[src/rtl/slt_pkg.sv]
// ----------------------------------------------------------------------------
// slt_pkg
// Shared types and constants of the sorted list table: operation codes,
// engine states and the layout of one result request.
// ----------------------------------------------------------------------------
package slt_pkg;

    localparam int DEF_CAPACITY   = 32;
    localparam int DEF_VALUE_BITS = 32;

    localparam int OP_W    = 3;
    localparam int POS_W   = 5;
    localparam int ITEM_W  = 32;
    localparam int COUNT_W = 6;

    typedef enum logic [OP_W-1:0] {
        OP_INSERT    = 3'd0,
        OP_DELETE    = 3'd1,
        OP_FIND      = 3'd2,
        OP_CLEAR     = 3'd3,
        OP_LIST_ASC  = 3'd4,
        OP_LIST_DESC = 3'd5
    } op_t;

    typedef enum logic [1:0] {
        ST_IDLE,
        ST_RD,
        ST_EX,
        ST_PUT
    } state_t;

    typedef struct packed {
        logic               ok;
        logic [POS_W-1:0]   position;
        logic [ITEM_W-1:0]  item_value;
        logic [COUNT_W-1:0] entry_count;
        logic               last_item;
    } result_t;

endpackage

[src/rtl/sorted_list_table.sv]
// ----------------------------------------------------------------------------
// sorted_list_table
// Bounded multiset of signed values kept in ascending order in one memory.
// ----------------------------------------------------------------------------
// Input channel s_*: one request of op and value. Result channel m_*: one
// result per request, or one per stored entry for the two list operations,
// with m_last_item marking the final one.
// Clear, unknown codes, operations on an empty store and an insert into a
// full store answer from the count alone: the result is loaded into the
// result register as the request is taken.
// Other operations walk the value memory, one entry per read step and
// compare and write-back step, since the memory has a single read port
// with a registered output:
//   find / delete : each entry up to the match (delete: to the end)
//   insert        : each entry greater or equal, shifted up; then placed
//                   above a smaller entry, or at the head in a head step
//   list          : each entry listed
// A new request is taken only when the engine is idle and the result
// register is free or being emptied.
// Reset clears the entry count and the handshake state; the memory is not
// cleared, entries above the count are never read. While the receiver
// stalls, the result register holds and the engine waits in its compare or
// head-write step.
// ----------------------------------------------------------------------------
module sorted_list_table
    import slt_pkg::*;
#(
    parameter int CAPACITY   = DEF_CAPACITY,
    parameter int VALUE_BITS = DEF_VALUE_BITS
) (
    input  logic                      aclk,
    input  logic                      aresetn,
    input  logic                      s_valid,
    output logic                      s_ready,
    input  logic [OP_W-1:0]           s_op,
    input  logic signed [ITEM_W-1:0]  s_value,
    output logic                      m_valid,
    input  logic                      m_ready,
    output logic                      m_ok,
    output logic [POS_W-1:0]          m_position,
    output logic signed [ITEM_W-1:0]  m_item_value,
    output logic [COUNT_W-1:0]        m_entry_count,
    output logic                      m_last_item
);

    localparam int IW = $clog2(CAPACITY);
    localparam int CW = $clog2(CAPACITY + 1);

    state_t                state_reg, state_next;
    op_t                   op_reg, op_next;
    logic [IW-1:0]         idx_reg, idx_next;
    logic [IW-1:0]         del_pos_reg, del_pos_next;
    logic [CW-1:0]         cnt_reg, cnt_next;
    logic [VALUE_BITS-1:0] val_reg, val_next;
    logic                  found_reg, found_next;

    logic [VALUE_BITS-1:0] mem [CAPACITY];
    logic [VALUE_BITS-1:0] rd_data_reg;
    logic                  mem_rd;
    logic                  mem_we;
    logic [IW-1:0]         mem_wr_addr;
    logic [VALUE_BITS-1:0] mem_wr_data;

    logic                  out_free;
    logic                  out_load;
    result_t               res;

    logic [VALUE_BITS-1:0] in_val;
    logic [IW-1:0]         idx_inc, idx_dec, last_idx;
    logic [CW-1:0]         cnt_inc, cnt_dec;
    logic                  has_room, at_last, is_less, is_equal, list_last;

    function automatic result_t make_res(input logic ok, input logic [IW-1:0] pos,
                                         input logic [VALUE_BITS-1:0] val,
                                         input logic [CW-1:0] cnt, input logic last);
        result_t r;
        r.ok          = ok;
        r.position    = POS_W'(pos);
        r.item_value  = ITEM_W'(val);
        r.entry_count = COUNT_W'(cnt);
        r.last_item   = last;
        return r;
    endfunction

    assign in_val   = VALUE_BITS'(s_value);
    assign idx_inc  = idx_reg + IW'(1);
    assign idx_dec  = idx_reg - IW'(1);
    assign cnt_inc  = cnt_reg + CW'(1);
    assign cnt_dec  = cnt_reg - CW'(1);
    assign last_idx = IW'(cnt_dec);
    assign has_room = cnt_reg < CW'(CAPACITY);
    assign at_last  = CW'(idx_reg) == cnt_dec;
    assign is_less  = $signed(rd_data_reg) < $signed(val_reg);
    assign is_equal = rd_data_reg == val_reg;
    assign list_last = (op_reg == OP_LIST_ASC) ? at_last : (idx_reg == '0);
    assign mem_rd   = state_reg == ST_RD;

    always_ff @(posedge aclk) begin
        if (mem_we) begin
            mem[mem_wr_addr] <= mem_wr_data;
        end
        if (mem_rd) begin
            rd_data_reg <= mem[idx_reg];
        end
    end

    always_ff @(posedge aclk) begin
        if (!aresetn) begin
            state_reg <= ST_IDLE;
            cnt_reg   <= '0;
            found_reg <= 1'b0;
        end else begin
            state_reg <= state_next;
            cnt_reg   <= cnt_next;
            found_reg <= found_next;
        end
    end

    always_ff @(posedge aclk) begin
        op_reg      <= op_next;
        idx_reg     <= idx_next;
        del_pos_reg <= del_pos_next;
        val_reg     <= val_next;
    end

    always_comb begin
        state_next   = state_reg;
        op_next      = op_reg;
        idx_next     = idx_reg;
        del_pos_next = del_pos_reg;
        cnt_next     = cnt_reg;
        val_next     = val_reg;
        found_next   = found_reg;
        mem_we       = 1'b0;
        mem_wr_addr  = idx_inc;
        mem_wr_data  = val_reg;
        out_load     = 1'b0;
        res          = '0;
        s_ready      = 1'b0;

        unique case (state_reg)
            ST_IDLE: begin
                s_ready = out_free;
                if (s_valid && out_free) begin
                    val_next   = in_val;
                    op_next    = op_t'(s_op);
                    found_next = 1'b0;
                    unique case (s_op)
                        OP_INSERT: begin
                            if (!has_room) begin
                                out_load = 1'b1;
                                res      = make_res(1'b0, '0, in_val, cnt_reg, 1'b1);
                            end else if (cnt_reg == '0) begin
                                mem_we      = 1'b1;
                                mem_wr_addr = '0;
                                mem_wr_data = in_val;
                                cnt_next    = cnt_inc;
                                out_load    = 1'b1;
                                res         = make_res(1'b1, '0, in_val, cnt_inc, 1'b1);
                            end else begin
                                idx_next   = last_idx;
                                state_next = ST_RD;
                            end
                        end
                        OP_DELETE, OP_FIND: begin
                            if (cnt_reg == '0) begin
                                out_load = 1'b1;
                                res      = make_res(1'b0, '0, in_val, cnt_reg, 1'b1);
                            end else begin
                                idx_next   = '0;
                                state_next = ST_RD;
                            end
                        end
                        OP_CLEAR: begin
                            cnt_next = '0;
                            out_load = 1'b1;
                            res      = make_res(1'b1, '0, '0, '0, 1'b1);
                        end
                        OP_LIST_ASC, OP_LIST_DESC: begin
                            if (cnt_reg == '0) begin
                                out_load = 1'b1;
                                res      = make_res(1'b0, '0, '0, '0, 1'b1);
                            end else begin
                                idx_next   = (s_op == OP_LIST_ASC) ? '0 : last_idx;
                                state_next = ST_RD;
                            end
                        end
                        default: begin
                            out_load = 1'b1;
                            res      = make_res(1'b0, '0, '0, cnt_reg, 1'b1);
                        end
                    endcase
                end
            end

            ST_RD: begin
                state_next = ST_EX;
            end

            ST_EX: begin
                unique case (op_reg)
                    OP_INSERT: begin
                        if (!is_less) begin
                            mem_we      = 1'b1;
                            mem_wr_data = rd_data_reg;
                            if (idx_reg == '0) begin
                                state_next = ST_PUT;
                            end else begin
                                idx_next   = idx_dec;
                                state_next = ST_RD;
                            end
                        end else if (out_free) begin
                            mem_we     = 1'b1;
                            cnt_next   = cnt_inc;
                            out_load   = 1'b1;
                            res        = make_res(1'b1, idx_inc, val_reg, cnt_inc, 1'b1);
                            state_next = ST_IDLE;
                        end
                    end
                    OP_DELETE, OP_FIND: begin
                        if (found_reg) begin
                            if (!at_last || out_free) begin
                                mem_we      = 1'b1;
                                mem_wr_addr = idx_dec;
                                mem_wr_data = rd_data_reg;
                                if (at_last) begin
                                    cnt_next   = cnt_dec;
                                    out_load   = 1'b1;
                                    res        = make_res(1'b1, del_pos_reg, val_reg,
                                                          cnt_dec, 1'b1);
                                    state_next = ST_IDLE;
                                end else begin
                                    idx_next   = idx_inc;
                                    state_next = ST_RD;
                                end
                            end
                        end else if (is_equal && op_reg == OP_FIND) begin
                            if (out_free) begin
                                out_load   = 1'b1;
                                res        = make_res(1'b1, idx_reg, val_reg, cnt_reg, 1'b1);
                                state_next = ST_IDLE;
                            end
                        end else if (is_equal) begin
                            if (!at_last) begin
                                found_next   = 1'b1;
                                del_pos_next = idx_reg;
                                idx_next     = idx_inc;
                                state_next   = ST_RD;
                            end else if (out_free) begin
                                cnt_next   = cnt_dec;
                                out_load   = 1'b1;
                                res        = make_res(1'b1, idx_reg, val_reg, cnt_dec, 1'b1);
                                state_next = ST_IDLE;
                            end
                        end else if (at_last) begin
                            if (out_free) begin
                                out_load   = 1'b1;
                                res        = make_res(1'b0, '0, val_reg, cnt_reg, 1'b1);
                                state_next = ST_IDLE;
                            end
                        end else begin
                            idx_next   = idx_inc;
                            state_next = ST_RD;
                        end
                    end
                    OP_LIST_ASC, OP_LIST_DESC: begin
                        if (out_free) begin
                            out_load = 1'b1;
                            res      = make_res(1'b1, idx_reg, rd_data_reg, cnt_reg, list_last);
                            if (list_last) begin
                                state_next = ST_IDLE;
                            end else begin
                                idx_next   = (op_reg == OP_LIST_ASC) ? idx_inc : idx_dec;
                                state_next = ST_RD;
                            end
                        end
                    end
                    default: begin
                        state_next = ST_IDLE;
                    end
                endcase
            end

            ST_PUT: begin
                if (out_free) begin
                    mem_we      = 1'b1;
                    mem_wr_addr = '0;
                    cnt_next    = cnt_inc;
                    out_load    = 1'b1;
                    res         = make_res(1'b1, '0, val_reg, cnt_inc, 1'b1);
                    state_next  = ST_IDLE;
                end
            end

            default: begin
                state_next = ST_IDLE;
            end
        endcase
    end

    slt_out_reg u_out_reg (
        .aclk          (aclk),
        .aresetn       (aresetn),
        .load          (out_load),
        .res           (res),
        .out_free      (out_free),
        .m_valid       (m_valid),
        .m_ready       (m_ready),
        .m_ok          (m_ok),
        .m_position    (m_position),
        .m_item_value  (m_item_value),
        .m_entry_count (m_entry_count),
        .m_last_item   (m_last_item)
    );

    a_count_bound: assert property (@(posedge aclk) disable iff (!aresetn)
        cnt_reg <= CW'(CAPACITY))
        else $error("entry count beyond capacity");

    a_no_overwrite: assert property (@(posedge aclk) disable iff (!aresetn)
        out_load |-> (!m_valid || m_ready))
        else $error("result register overwritten while held");

    a_read_in_range: assert property (@(posedge aclk) disable iff (!aresetn)
        (state_reg == ST_RD) |-> (CW'(idx_reg) < cnt_reg))
        else $error("memory read above entry count");

    a_clear_empties: assert property (@(posedge aclk) disable iff (!aresetn)
        (s_valid && s_ready && s_op == OP_CLEAR) |=> (cnt_reg == '0))
        else $error("clear left entries behind");

    a_busy_no_accept: assert property (@(posedge aclk) disable iff (!aresetn)
        (state_reg != ST_IDLE) |-> !s_ready)
        else $error("request taken while engine busy");

endmodule

[src/rtl/slt_out_reg.sv]
// ----------------------------------------------------------------------------
// slt_out_reg
// Result register: holds one result request until the receiver takes it.
// ----------------------------------------------------------------------------
module slt_out_reg
    import slt_pkg::*;
(
    input  logic                      aclk,
    input  logic                      aresetn,
    input  logic                      load,
    input  result_t                   res,
    output logic                      out_free,
    output logic                      m_valid,
    input  logic                      m_ready,
    output logic                      m_ok,
    output logic [POS_W-1:0]          m_position,
    output logic signed [ITEM_W-1:0]  m_item_value,
    output logic [COUNT_W-1:0]        m_entry_count,
    output logic                      m_last_item
);

    logic    valid_reg;
    result_t res_reg;

    always_ff @(posedge aclk) begin
        if (!aresetn) begin
            valid_reg <= 1'b0;
        end else if (load) begin
            valid_reg <= 1'b1;
        end else if (m_ready) begin
            valid_reg <= 1'b0;
        end
    end

    always_ff @(posedge aclk) begin
        if (load) begin
            res_reg <= res;
        end
    end

    assign out_free      = !valid_reg || m_ready;
    assign m_valid       = valid_reg;
    assign m_ok          = res_reg.ok;
    assign m_position    = res_reg.position;
    assign m_item_value  = res_reg.item_value;
    assign m_entry_count = res_reg.entry_count;
    assign m_last_item   = res_reg.last_item;

endmodule
[config.mk]
export PLATFORM = sky130hd
export DESIGN_NAME = sorted_list_table
export DESIGN_NICKNAME = d
export VERILOG_FILES = /design/src/rtl/slt_pkg.sv /design/src/rtl/sorted_list_table.sv /design/src/rtl/slt_out_reg.sv
export SDC_FILE = /design/constraint.sdc
export NUM_CORES = 1
export LEC_CHECK = 0
export ABC_AREA = 0
export BUFFER_PORTS_ARGS = -buffer_cell sky130_fd_sc_hd__buf_2
export CAP_MARGIN = 10
export CORE_MARGIN = 3
export CORE_UTILIZATION = 35
export DETAILED_ROUTE_END_ITERATION = 16
export GPL_TIMING_DRIVEN = 0
export HOLD_SLACK_MARGIN = 0.08
export PLACE_DENSITY = 0.56
export SYNTH_ARGS = -nofsm -noshare
export SYNTH_HDL_FRONTEND = slang
export SYNTH_SLANG_ARGS = --single-unit
[constraint.sdc]
create_clock -name aclk -period 7 [get_ports aclk]
set_input_delay 1.4 -clock aclk [delete_from_list [all_inputs] [get_ports aclk]]
set_output_delay 1.4 -clock aclk [all_outputs]
set_load 0.02 [all_outputs]
After elaboration in Yosys (flattened, before gate mapping)
Memory sizes are Yosys's and may differ from the RTL's. A register that Yosys moved wholly into a read port is not among the register bits.
Cells that the tools add are included.
{ "totals": {"reg_bits": 100, "mem_bits_rw": 1024, "out_inout_bits": 47, "wordCells": 207, "mem_count": 1} }
{ "op_classes": {"addsub": 4, "n_lt_le_gt_ge": 2, "eq_ne": 36, "muxes": 123, "n_bitwise": 3, "reduce_logical": 25} }
{ "memory_table": {"columns": ["name", "depth", "word_bits", "read_ports", "rd_ports_with_merged_regs", "wr", "line_no", "text"], "rows": [
  ["mem", 32, 32, 1, 1, 1, "sorted_list_table.sv:57", "logic [VALUE_BITS-1:0] mem [CAPACITY];"]
]} }
{ "op_table": {"columns": ["operator", "n"], "rows": [
  ["45-bit two-way mux", 15],
  ["45-bit one-hot mux with 3 select lines", 2],
  ["32-bit two-way mux", 7],
  ["45-bit one-hot mux with 4 select lines", 1],
  ["32-bit one-hot mux with 2 select lines", 2],
  ["39-bit two-way mux", 3],
  ["5-bit two-way mux", 23],
  ["6-bit two-way mux", 12],
  ["5-bit one-hot mux with 3 select lines", 3],
  ["3-bit != test, second input constant", 11],
  ["32-bit == test", 1],
  ["32-bit less-than comparator", 1],
  ["1-bit two-way mux", 31],
  ["6-bit one-hot mux with 2 select lines", 2],
  ["2-bit two-way mux", 11],
  ["6-bit one-hot mux with 3 select lines", 1],
  ["4-bit != test, second input constant", 4],
  ["14-bit AND reduction", 1],
  ["3-bit == test, second input constant", 4],
  ["12-bit AND reduction", 1],
  ["5-bit one-hot mux with 2 select lines", 1],
  ["3-bit by 2-bit == test with 1-bit output, second input constant", 3],
  ["1-bit one-hot mux with 3 select lines", 3],
  ["2-bit one-hot mux with 4 select lines", 1],
  ["other kinds (34)", 49]
]} }

Logic depth before layout (Yosys ltp)
Gate-level depths: netlist of the first run.
{ "depth": {"ltp_word": 10, "ltp_mapped": 15} }

Hierarchy
Synthesis of the first run repeated with hierarchy kept, for this count alone.
{ "unflattened": {"cells_unflattened": 2282, "area_unflattened_um2": 46900.0} }
{ "modules_own_cells": {"columns": ["mod", "instances", "cells_each", "area_each_um2", "seq_area_each_um2"], "rows": [
  ["sorted_list_table", 1, 2233, 45499.9, 33241.9],
  ["slt_out_reg", 1, 49, 1400.1, 1371.3]
]} }

Least setup slack after synthesis of the first run
Ideal clock, no wire load.
{ "synth_path": {"kind": "input to register", "startpoint": "input s_op[0]", "endpoint": "memory mem[17][0] (netlist name), enable pin", "t_arrival_ps": 4448, "t_required_ps": 6579, "slack_ps": 2130, "path_stages": 8, "path_cell_list": "buf_4 or4b_4 nor4_4 o22ai_2 nand2b_1 a32o_1 nand3_2 nor2_1"} }
{ "synth_via": {"elab_chain_len": 6} }
{ "synth_rtl": {"columns": ["element", "line_no", "text"], "rows": [
  ["start: declaration", "sorted_list_table.sv:35", "input logic [OP_W-1:0] s_op,"],
  ["3-bit zero test *", "sorted_list_table.sv:148", "unique case (s_op)"],
  ["1-bit two-way mux", "sorted_list_table.sv:148", null],
  ["1-bit two-way mux", "sorted_list_table.sv:144", "if (s_valid && out_free) begin"],
  ["1-bit one-hot mux with 3 select lines", "sorted_list_table.sv:141", "unique case (state_reg)"],
  ["1-bit two-way mux", "sorted_list_table.sv:99", "if (mem_we) begin"],
  ["1-bit two-way mux (not written as such)", "sorted_list_table.sv:100", "mem[mem_wr_addr] <= mem_wr_data;"],
  ["end: declaration", "sorted_list_table.sv:57", null]
]} }
Every way passes the cells marked *; elsewhere a longest branch is shown, timed or not.

Worst setup path after layout of the first run
{ "layout_path": {"startpoint": "register rd_data_reg[19], read port of mem", "endpoint": "memory mem[17][17] (netlist name) (data pin)"} }
{ "layout_via": {"elab_chain_len": 4} }
{ "layout_rtl": {"columns": ["element", "line_no", "text"], "rows": [
  ["start: declaration", "sorted_list_table.sv:58", "logic [VALUE_BITS-1:0] rd_data_reg;"],
  ["32-bit less-than comparator", "sorted_list_table.sv:93", "assign is_less = $signed(rd_data_reg) < $signed(val_reg);"],
  ["32-bit two-way mux", "sorted_list_table.sv:203", "if (!is_less) begin"],
  ["32-bit one-hot mux with 2 select lines", "sorted_list_table.sv:201", "unique case (op_reg)"],
  ["32-bit one-hot mux with 2 select lines", "sorted_list_table.sv:141", null],
  ["via mem_wr_data[17]", "sorted_list_table.sv:62", "logic [VALUE_BITS-1:0] mem_wr_data;"]
]} }
The timed path passes the listed nets, and every way through them passes these cells.

==> flow_summary_export.csv, run 1 <==
group,metric,value,unit
floorplanning,rows,133,
global_routing,grt_max_degree,34,
timing,hold_violations,0,
timing,maxSlewHeadroom,13.2,%
worst_setup_path,r2r_start,"rd_data_reg[19]",
routing,drt_wl_total,134000,µm
synthesis,yosys.area.top_type,"edfxtp_1",
worst_setup_path,rrSetupSlack,800,ps
clock_network,post_cts_buffers,0,
worst_setup_path,crit_fanout,32,
worst_setup_path,crit_buf_inv,1,
routing,firstDrtPassIters,5,
routing,wl_met3,8690,µm
routing,vias,25100,
floorplanning,core,132000,µm²
global_routing,grt.overflow.total,0,
timing,tns,0,ps
synthesis,syn_inst,2332,
worst_setup_path,crit_cells,11,
worst_hold_path,hold_path.class,"reg2reg",
clock_network,clock_latency,730,ps
clock_network,clkSlewWorstSetupHoldPaths,60,ps
clock_network,numCtsBuffers,114,
worst_setup_path,path_class,"reg2reg",
timing,tightestPinTransition,1300,ps
synthesis,yosys_warnings,0,
synthesis,avgSynthCellArea,20.1,µm²
worst_setup_path,crit_chain,"ha_1 > nand4_1 > nor4_1 > nor2b_1 > o31ai_1 > a31oi_1 > o21ai_1 > o21ai_1 > clkbuf_1 > nand2_1 > nand2_1",
routing,dr.max_layer_used,"met4",
synthesis,yosysUniqueCellTypes,79,
final_layout,finalNetCount,2666,
routing,wire_per_inst,30.1,µm
pwr,p_per_area,271,nW/µm²
clock_network,cts_sinks,1156,
synthesis,ys_ff_latch,1156,
synthesis,synth_area,46900,µm²
worst_setup_path,rr_worst_depth,11,
final_layout,final_cells,4444,
clock_network,cts_root_buffer,"clkbuf_16",
final_layout,largest_register_ffs,1024,
synthesis,synth_top_area_share,73.4,%
timing,clock.fmax,161,MHz
pwr,p_leak,17.2,nW
synthesis,ys.flop_type,"edfxtp_1",
worst_setup_path,reg2reg_to,"mem[17][17]",
pwr,p_total,14.7,mW
timing,rsz0062_at_grt,"false",
place,numPlacedInstances,4217,
global_routing,grt_pass1_vias,25300,
final_layout,areaGrowthSynthToFinish,16.0,%
worst_setup_path,crit_family,"simple AND/OR/NAND/NOR gates",
final_layout,drive_gt1_share,26.8,%
floorplanning,die_w,372,µm
routing,drt-initial-drc-count,3155,
global_routing,grt_first_pass_wirelength,188000,µm
clock_network,cts_repair_resize_count,0,
worst_setup_path,cp_slowest_stage_delay,960,ps
outcome,status,"finished clean",
clock_network,clockBufferDepth,3,
worst_setup_path,endpoint_kind,"flop",
synthesis,synth-edff-count,1146,
final_layout,top_register,"mem",
floorplanning,pin_count,86,
routing,viasPerCell,5.64,
pwr,ir_worst_vdd,0.224,mV
clock_network,htree_num_levels,3,
routing,wl_met2,63800,µm
worst_setup_path,crit_slowest_cell,"o21ai_1",
floorplanning,dieArea,138000,µm²
timing,final.period_utilization,88.6,%
timing,drv_slew,0,
global_routing,antenna_found_initial,2,
place,io_buffers,85,
final_layout,fin_util,41.1,%
worst_setup_path,cp_data_required_time,7360,ps
synthesis,synth.area.top_cells,"edfxtp_1 (73%), mux4_2 (15%), nand2_1 (1.4%)",
synthesis,yosysSeqAreaShare,73.9,%
floorplanning,initial_core_util,35.5,%
place,gp_congestion,0.866,
final_layout,fill_cells,11700,
worst_setup_path,crit_end,"mem[17][17]",
routing,antenna_left,0,
routing,wl_met1,56200,µm
worst_setup_path,critPathLaunch,"rd_data_reg[19]",
run,drv_cap,0,
worst_setup_path,worst-endpoint-arrival,6570,ps
clock_network,postCtsHoldBufs,0,
worst_setup_path,start_kind,"flop",
floorplanning,die_height,372,µm
place,dp.final_hpwl,90100,µm
routing,drc,0,
synthesis,synthArstFlopShare,0,%
timing,period_minus_slack,6200,ps
clock_network,cts_tree,"built",
global_routing,grt.total_usage,19.3,%
synthesis,syn-num-nets,2410,
timing,whs,446,ps
timing,finClkSkew,51.0,ps
timing,finalSetupViolCount,0,
-- cell type report --
class                      count  area, µm²  share of cell area [%]
clock inverter                73        641                    1.18
antenna                        3       7.51                  0.0138
tap                         1755       2200                    4.04
sequential                  1156      34600                    63.7
buffer                       127        518                   0.953
multi-input combinational   1004      11800                    21.7
clock buffer                 141       2980                    5.47
inverter                      45        169                   0.311
timing repair buffer         140       1420                    2.61
-- how the worst min path moves through the flow --
stage | startpoint | cells past startpoint | end
2_1_floorplan | idx_reg[3] | 0 | del_pos_reg[3]
3_3_place_gp | idx_reg[3] | 0 | del_pos_reg[3]
3_5_place_dp | idx_reg[3] | 0 | del_pos_reg[3]
4_1_cts | idx_reg[3] | 0 | del_pos_reg[3]
5_1_grt | idx_reg[3] | 0 | del_pos_reg[3]
6_report | idx_reg[3] | 0 | del_pos_reg[3]
-- worst register-to-register path: cells and delay by family (launching register included) --
kind,cells,cell delay (ps)
buffers and inverters,1,850
adders and majority gates,1,380
AOI/OAI and AO/OA,4,1830
and+or+nand+nor,5,2260
DFF,1,510
-- per-layer routing --
metal | global-route usage (%) | vias up
li1 | - | 10200
met1 | 26.9 | 13500
met2 | 31.0 | 1107
met3 | 3.08 | 234
met4 | 6.64 | 0
met5 | 0 | -
-- Yosys cell counts (5+ instances only) --
cell and count:
a21o_1 7, xor2_1 5, o22ai_1 7, buf_1 17, xnor2_1 12, buf_2 7
nor3_1 21, nand2_1 176, o211ai_1 8, mux2_2 32, inv_1 45, nand4_1 9
o31ai_1 9, a31oi_1 10, nor2_1 60, dfxtp_1 10, a21oi_1 49, a22oi_1 67
mux4_2 320, and2_1 5, clkbuf_1 98, ha_1 39, nand2b_1 6, nor2b_1 7
o21ai_0 34, edfxtp_1 1146, o21ai_1 12, nand3_1 22
-- layout by cell type, fill, tap and decap left out, types with 23 or more instances in the layout --
cell and count:
a21oi_1 49, a22oi_1 67, buf_12 37, buf_2 94, clkbuf_1 123, clkbuf_16 115
clkinv_1 27, clkinv_2 23, edfxtp_1 1146, ha_1 39, inv_1 44, mux2_2 32
mux4_2 320, nand2_1 175, nor2_1 28, nor2_4 32, o21ai_0 34
-- kinds of logic (layout without fill, tap and decap cells) --
family,Yosys count,in the layout,synth area share [%]
flops,1156,1156,73.9
mux,355,355,16.2
simple gates,338,338,3.29
compound gates,254,254,3.75
buf+inv,172,526,1.46
fa+ha+maj,39,39,1.04
xor+xnor,18,18,0.366
other cells,0,3,0
-- power breakdown --
part	leakage [nW]	internal (mW)	total, mW	switching [mW]
Clock	1.75	3.32	5.95	2.63
Combinational	4.94	0.345	0.981	0.636
Sequential	10.5	7.76	7.78	0.0256
Total	17.2	11.4	14.7	3.29
-- per-stage QoR --
step	worst slack [ps]	cell area, µm²
after floorplan	2130	46900
after global placement	-2170	49500
after detailed placement	914	50600
after CTS	876	54200
after global routing	532	54300
final	795	54400
No activity file was read; power rests on OpenSTA's default activity.
==> run 2, diff against run 1 <==
--- a/config.mk
+++ b/config.mk
@@ -14,6 +14,7 @@
 export GPL_TIMING_DRIVEN = 0
 export HOLD_SLACK_MARGIN = 0.08
 export PLACE_DENSITY = 0.56
+export RECOVER_POWER = 25
 export SYNTH_ARGS = -nofsm -noshare
 export SYNTH_HDL_FRONTEND = slang
 export SYNTH_SLANG_ARGS = --single-unit
==> run 2 against run 1 <==
  * The run now ends with max-capacitance violations, max-slew violations left
  * Register-to-register slack worse by 180 ps
  * Power is 0.15% lower
  * Non-clock buffer count stayed put
  * Via count is 0.21% lower
  * Critical path depth is 4 higher
  * First-iteration DRC count is 2.1% lower
  * Final cell count hardly changed
  * Maximum frequency is 2.8% lower
  * Highest routed layer unchanged
==> flow_summary_export.csv, run 2 (synthesis results as in run 1) <==
group,metric,value,unit
place,numPlacedInstances,4217,
place,dp.final_hpwl,90100,µm
global_routing,grt.total_usage,19.3,%
final_layout,final_cells,4443,
final_layout,drive_gt1_share,22.6,%
floorplanning,die_height,372,µm
worst_setup_path,cp_common_cell,"clkbuf_1",
timing,tightestPinTransition,2660,ps
worst_setup_path,rrSetupSlack,610,ps
floorplanning,pin_count,86,
place,pre_cts_ws,914,ps
final_layout,layout_commonest_cell,"edfxtp_1",
floorplanning,initial_core_util,35.5,%
clock_network,htree_num_levels,3,
worst_setup_path,start_kind,"flop",
clock_network,clkSlewWorstSetupHoldPaths,70,ps
routing,wire_per_inst,30.1,µm
worst_setup_path,reg2reg_to,"mem[19][12]",
final_layout,areaGrowthSynthToFinish,15.3,%
routing,viasPerCell,5.63,
timing,tns,0,ps
timing,hold_violations,0,
routing,drt-initial-drc-count,3090,
clock_network,cts_root_buffer,"clkbuf_16",
worst_setup_path,cp_data_required_time,7330,ps
worst_setup_path,crit_chain,"clkbuf_1 > inv_1 > ha_1 > clkbuf_1 > nor3b_1 > mux2i_1 > nor4_1 > and2_0 > clkbuf_1 > a21oi_2 > a31oi_1 > a32o_1 > nand3_2 > nor2_1 > dlymetal6s2s_1",
floorplanning,core,132000,µm²
worst_setup_path,cp_slowest_stage_delay,1050,ps
clock_network,cts_sinks,1156,
pwr,p_leak,16.9,nW
floorplanning,dieArea,138000,µm²
worst_setup_path,crit_fanout,15,
clock_network,clockBufferDepth,3,
timing,final.period_utilization,91.2,%
final_layout,finalNetCount,2666,
routing,firstDrtPassIters,6,
clock_network,postCtsHoldBufs,0,
final_layout,final_cell_area,54000,µm²
global_routing,grt.overflow.total,0,
timing,finalSetupViolCount,0,
global_routing,grt_first_pass_wirelength,188000,µm
worst_setup_path,crit_end,"mem[19][12]",
pwr,ir_worst_vdd,0.221,mV
clock_network,numCtsBuffers,114,
worst_setup_path,rr_worst_depth,15,
worst_hold_path,hold_path.class,"reg2reg",
timing,period_minus_slack,6390,ps
timing,maxSlewHeadroom,-77.3,%
worst_setup_path,critPathLaunch,"cnt_reg[0]",
final_layout,fill_cells,11800,
place,io_buffers,85,
pwr,p_per_area,272,nW/µm²
clock_network,cts_tree,"built",
clock_network,cts_repair_resize_count,0,
routing,drc,0,
timing,finClkSkew,56.8,ps
place,gp_congestion,0.866,
clock_network,post_cts_buffers,0,
routing,drt_wl_total,134000,µm
timing,rsz0062_at_grt,"false",
final_layout,top_register,"mem",
outcome,violations,"max-capacitance violations, max-slew violations",
timing,finalWorstSetupSlack,615,ps
global_routing,grt_pass1_vias,25300,
routing,vias,25000,
clock_network,clock_latency,730,ps
worst_setup_path,crit_cells,15,
worst_setup_path,r2r_start,"cnt_reg[0]",
timing,whs,448,ps
final_layout,most-common-layout-cells,"edfxtp_1 (1146), mux4_2 (320), clkbuf_1 (222), nand2_1 (176), clkbuf_16 (115)",
run,drv_cap,4,
timing,drv_slew,78,
worst_setup_path,crit_slowest_cell,"dlymetal6s2s_1",
worst_setup_path,worst-endpoint-arrival,6710,ps
global_routing,antenna_found_initial,2,
worst_setup_path,path_class,"reg2reg",
outcome,status,"finished, violations left",
worst_setup_path,endpoint_kind,"flop",
worst_setup_path,crit_family,"simple AND/OR/NAND/NOR gates",
worst_setup_path,crit_buf_inv,5,
place,post_dp_cell_area,50600,µm²
final_layout,largest_register_ffs,1024,
timing,clock.fmax,157,MHz
global_routing,grt_max_degree,34,
routing,antenna_left,0,
floorplanning,die_w,372,µm
floorplanning,rows,133,
[run 2: cell count changes in the layout (fill, tap and decap cells not counted), moves of 3 or more]
cell and change:
buf_12 -6, buf_2 -86, mux2_1 +11, o21ai_1 -4, buf_1 -7, clkbuf_2 +3, nor2_2 +5, clkbuf_1 +99
mux2_2 -11, o21ai_0 +5, nor2_4 -7
[run 2: worst min-delay path by stage]
stage          startpoint        endpoint  slack (ps)  cells after the start
5_1_grt        idx_reg[3]  del_pos_reg[3]         470                      0
3_3_place_gp   idx_reg[3]  del_pos_reg[3]         430                      0
3_5_place_dp   idx_reg[3]  del_pos_reg[3]         430                      0
6_report       idx_reg[3]  del_pos_reg[3]         450                      0
4_1_cts        idx_reg[3]  del_pos_reg[3]         450                      0
2_1_floorplan  idx_reg[3]  del_pos_reg[3]         420                      0
[run 2: area by class of cell]
class	count	area [µm²]	area share, %
inverters	45	169	0.313
clock buffers	141	2980	5.51
flip-flops and latches	1156	34600	64.1
plain buffers	127	495	0.917
diodes	2	5.00	0.00926
well taps	1755	2200	4.06
multi-input cells	1004	11700	21.7
clock inverters	73	641	1.19
repair buffers	140	1220	2.26
[run 2: per-stage QoR]
stage	total power, mW	util (%)
final	14.7	40.9
after global routing	15.2	40.9
after CTS	14.8	41.0
after detailed placement	8.90	38.3
after global placement	8.85	37.4
after floorplan	8.51	-
[run 2: per-layer routing]
| layer | global-route usage (%) | up-vias | routed length (µm) |
|---|---|---|---|
| li1 | - | 10200 | - |
| met3 | 3.08 | 221 | 9730 |
| met2 | 31.0 | 1136 | 64100 |
| met4 | 6.64 | 0 | 4780 |
| met1 | 26.9 | 13400 | 55000 |
| met5 | 0 | - | 0 |
[run 2: power breakdown]
| part | switching [mW] | internal (mW) | total [mW] | leakage, nW |
|---|---|---|---|---|
| Combinational | 0.631 | 0.327 | 0.959 | 4.64 |
| Sequential | 0.0263 | 7.76 | 7.78 | 10.5 |
| Clock | 2.62 | 3.32 | 5.94 | 1.75 |
| Total | 3.28 | 11.4 | 14.7 | 16.9 |
[run 2: worst reg2reg max path, cell delays in order, from the launching register on]
cell            delay, ps
dfxtp_1               340
clkbuf_1              250
inv_1                 230
ha_1                  170
clkbuf_1              360
nor3b_1               790
mux2i_1               170
nor4_1                680
and2_0                240
clkbuf_1              300
a21oi_2               200
a31oi_1               300
a32o_1                230
nand3_2               310
nor2_1                360
dlymetal6s2s_1       1050
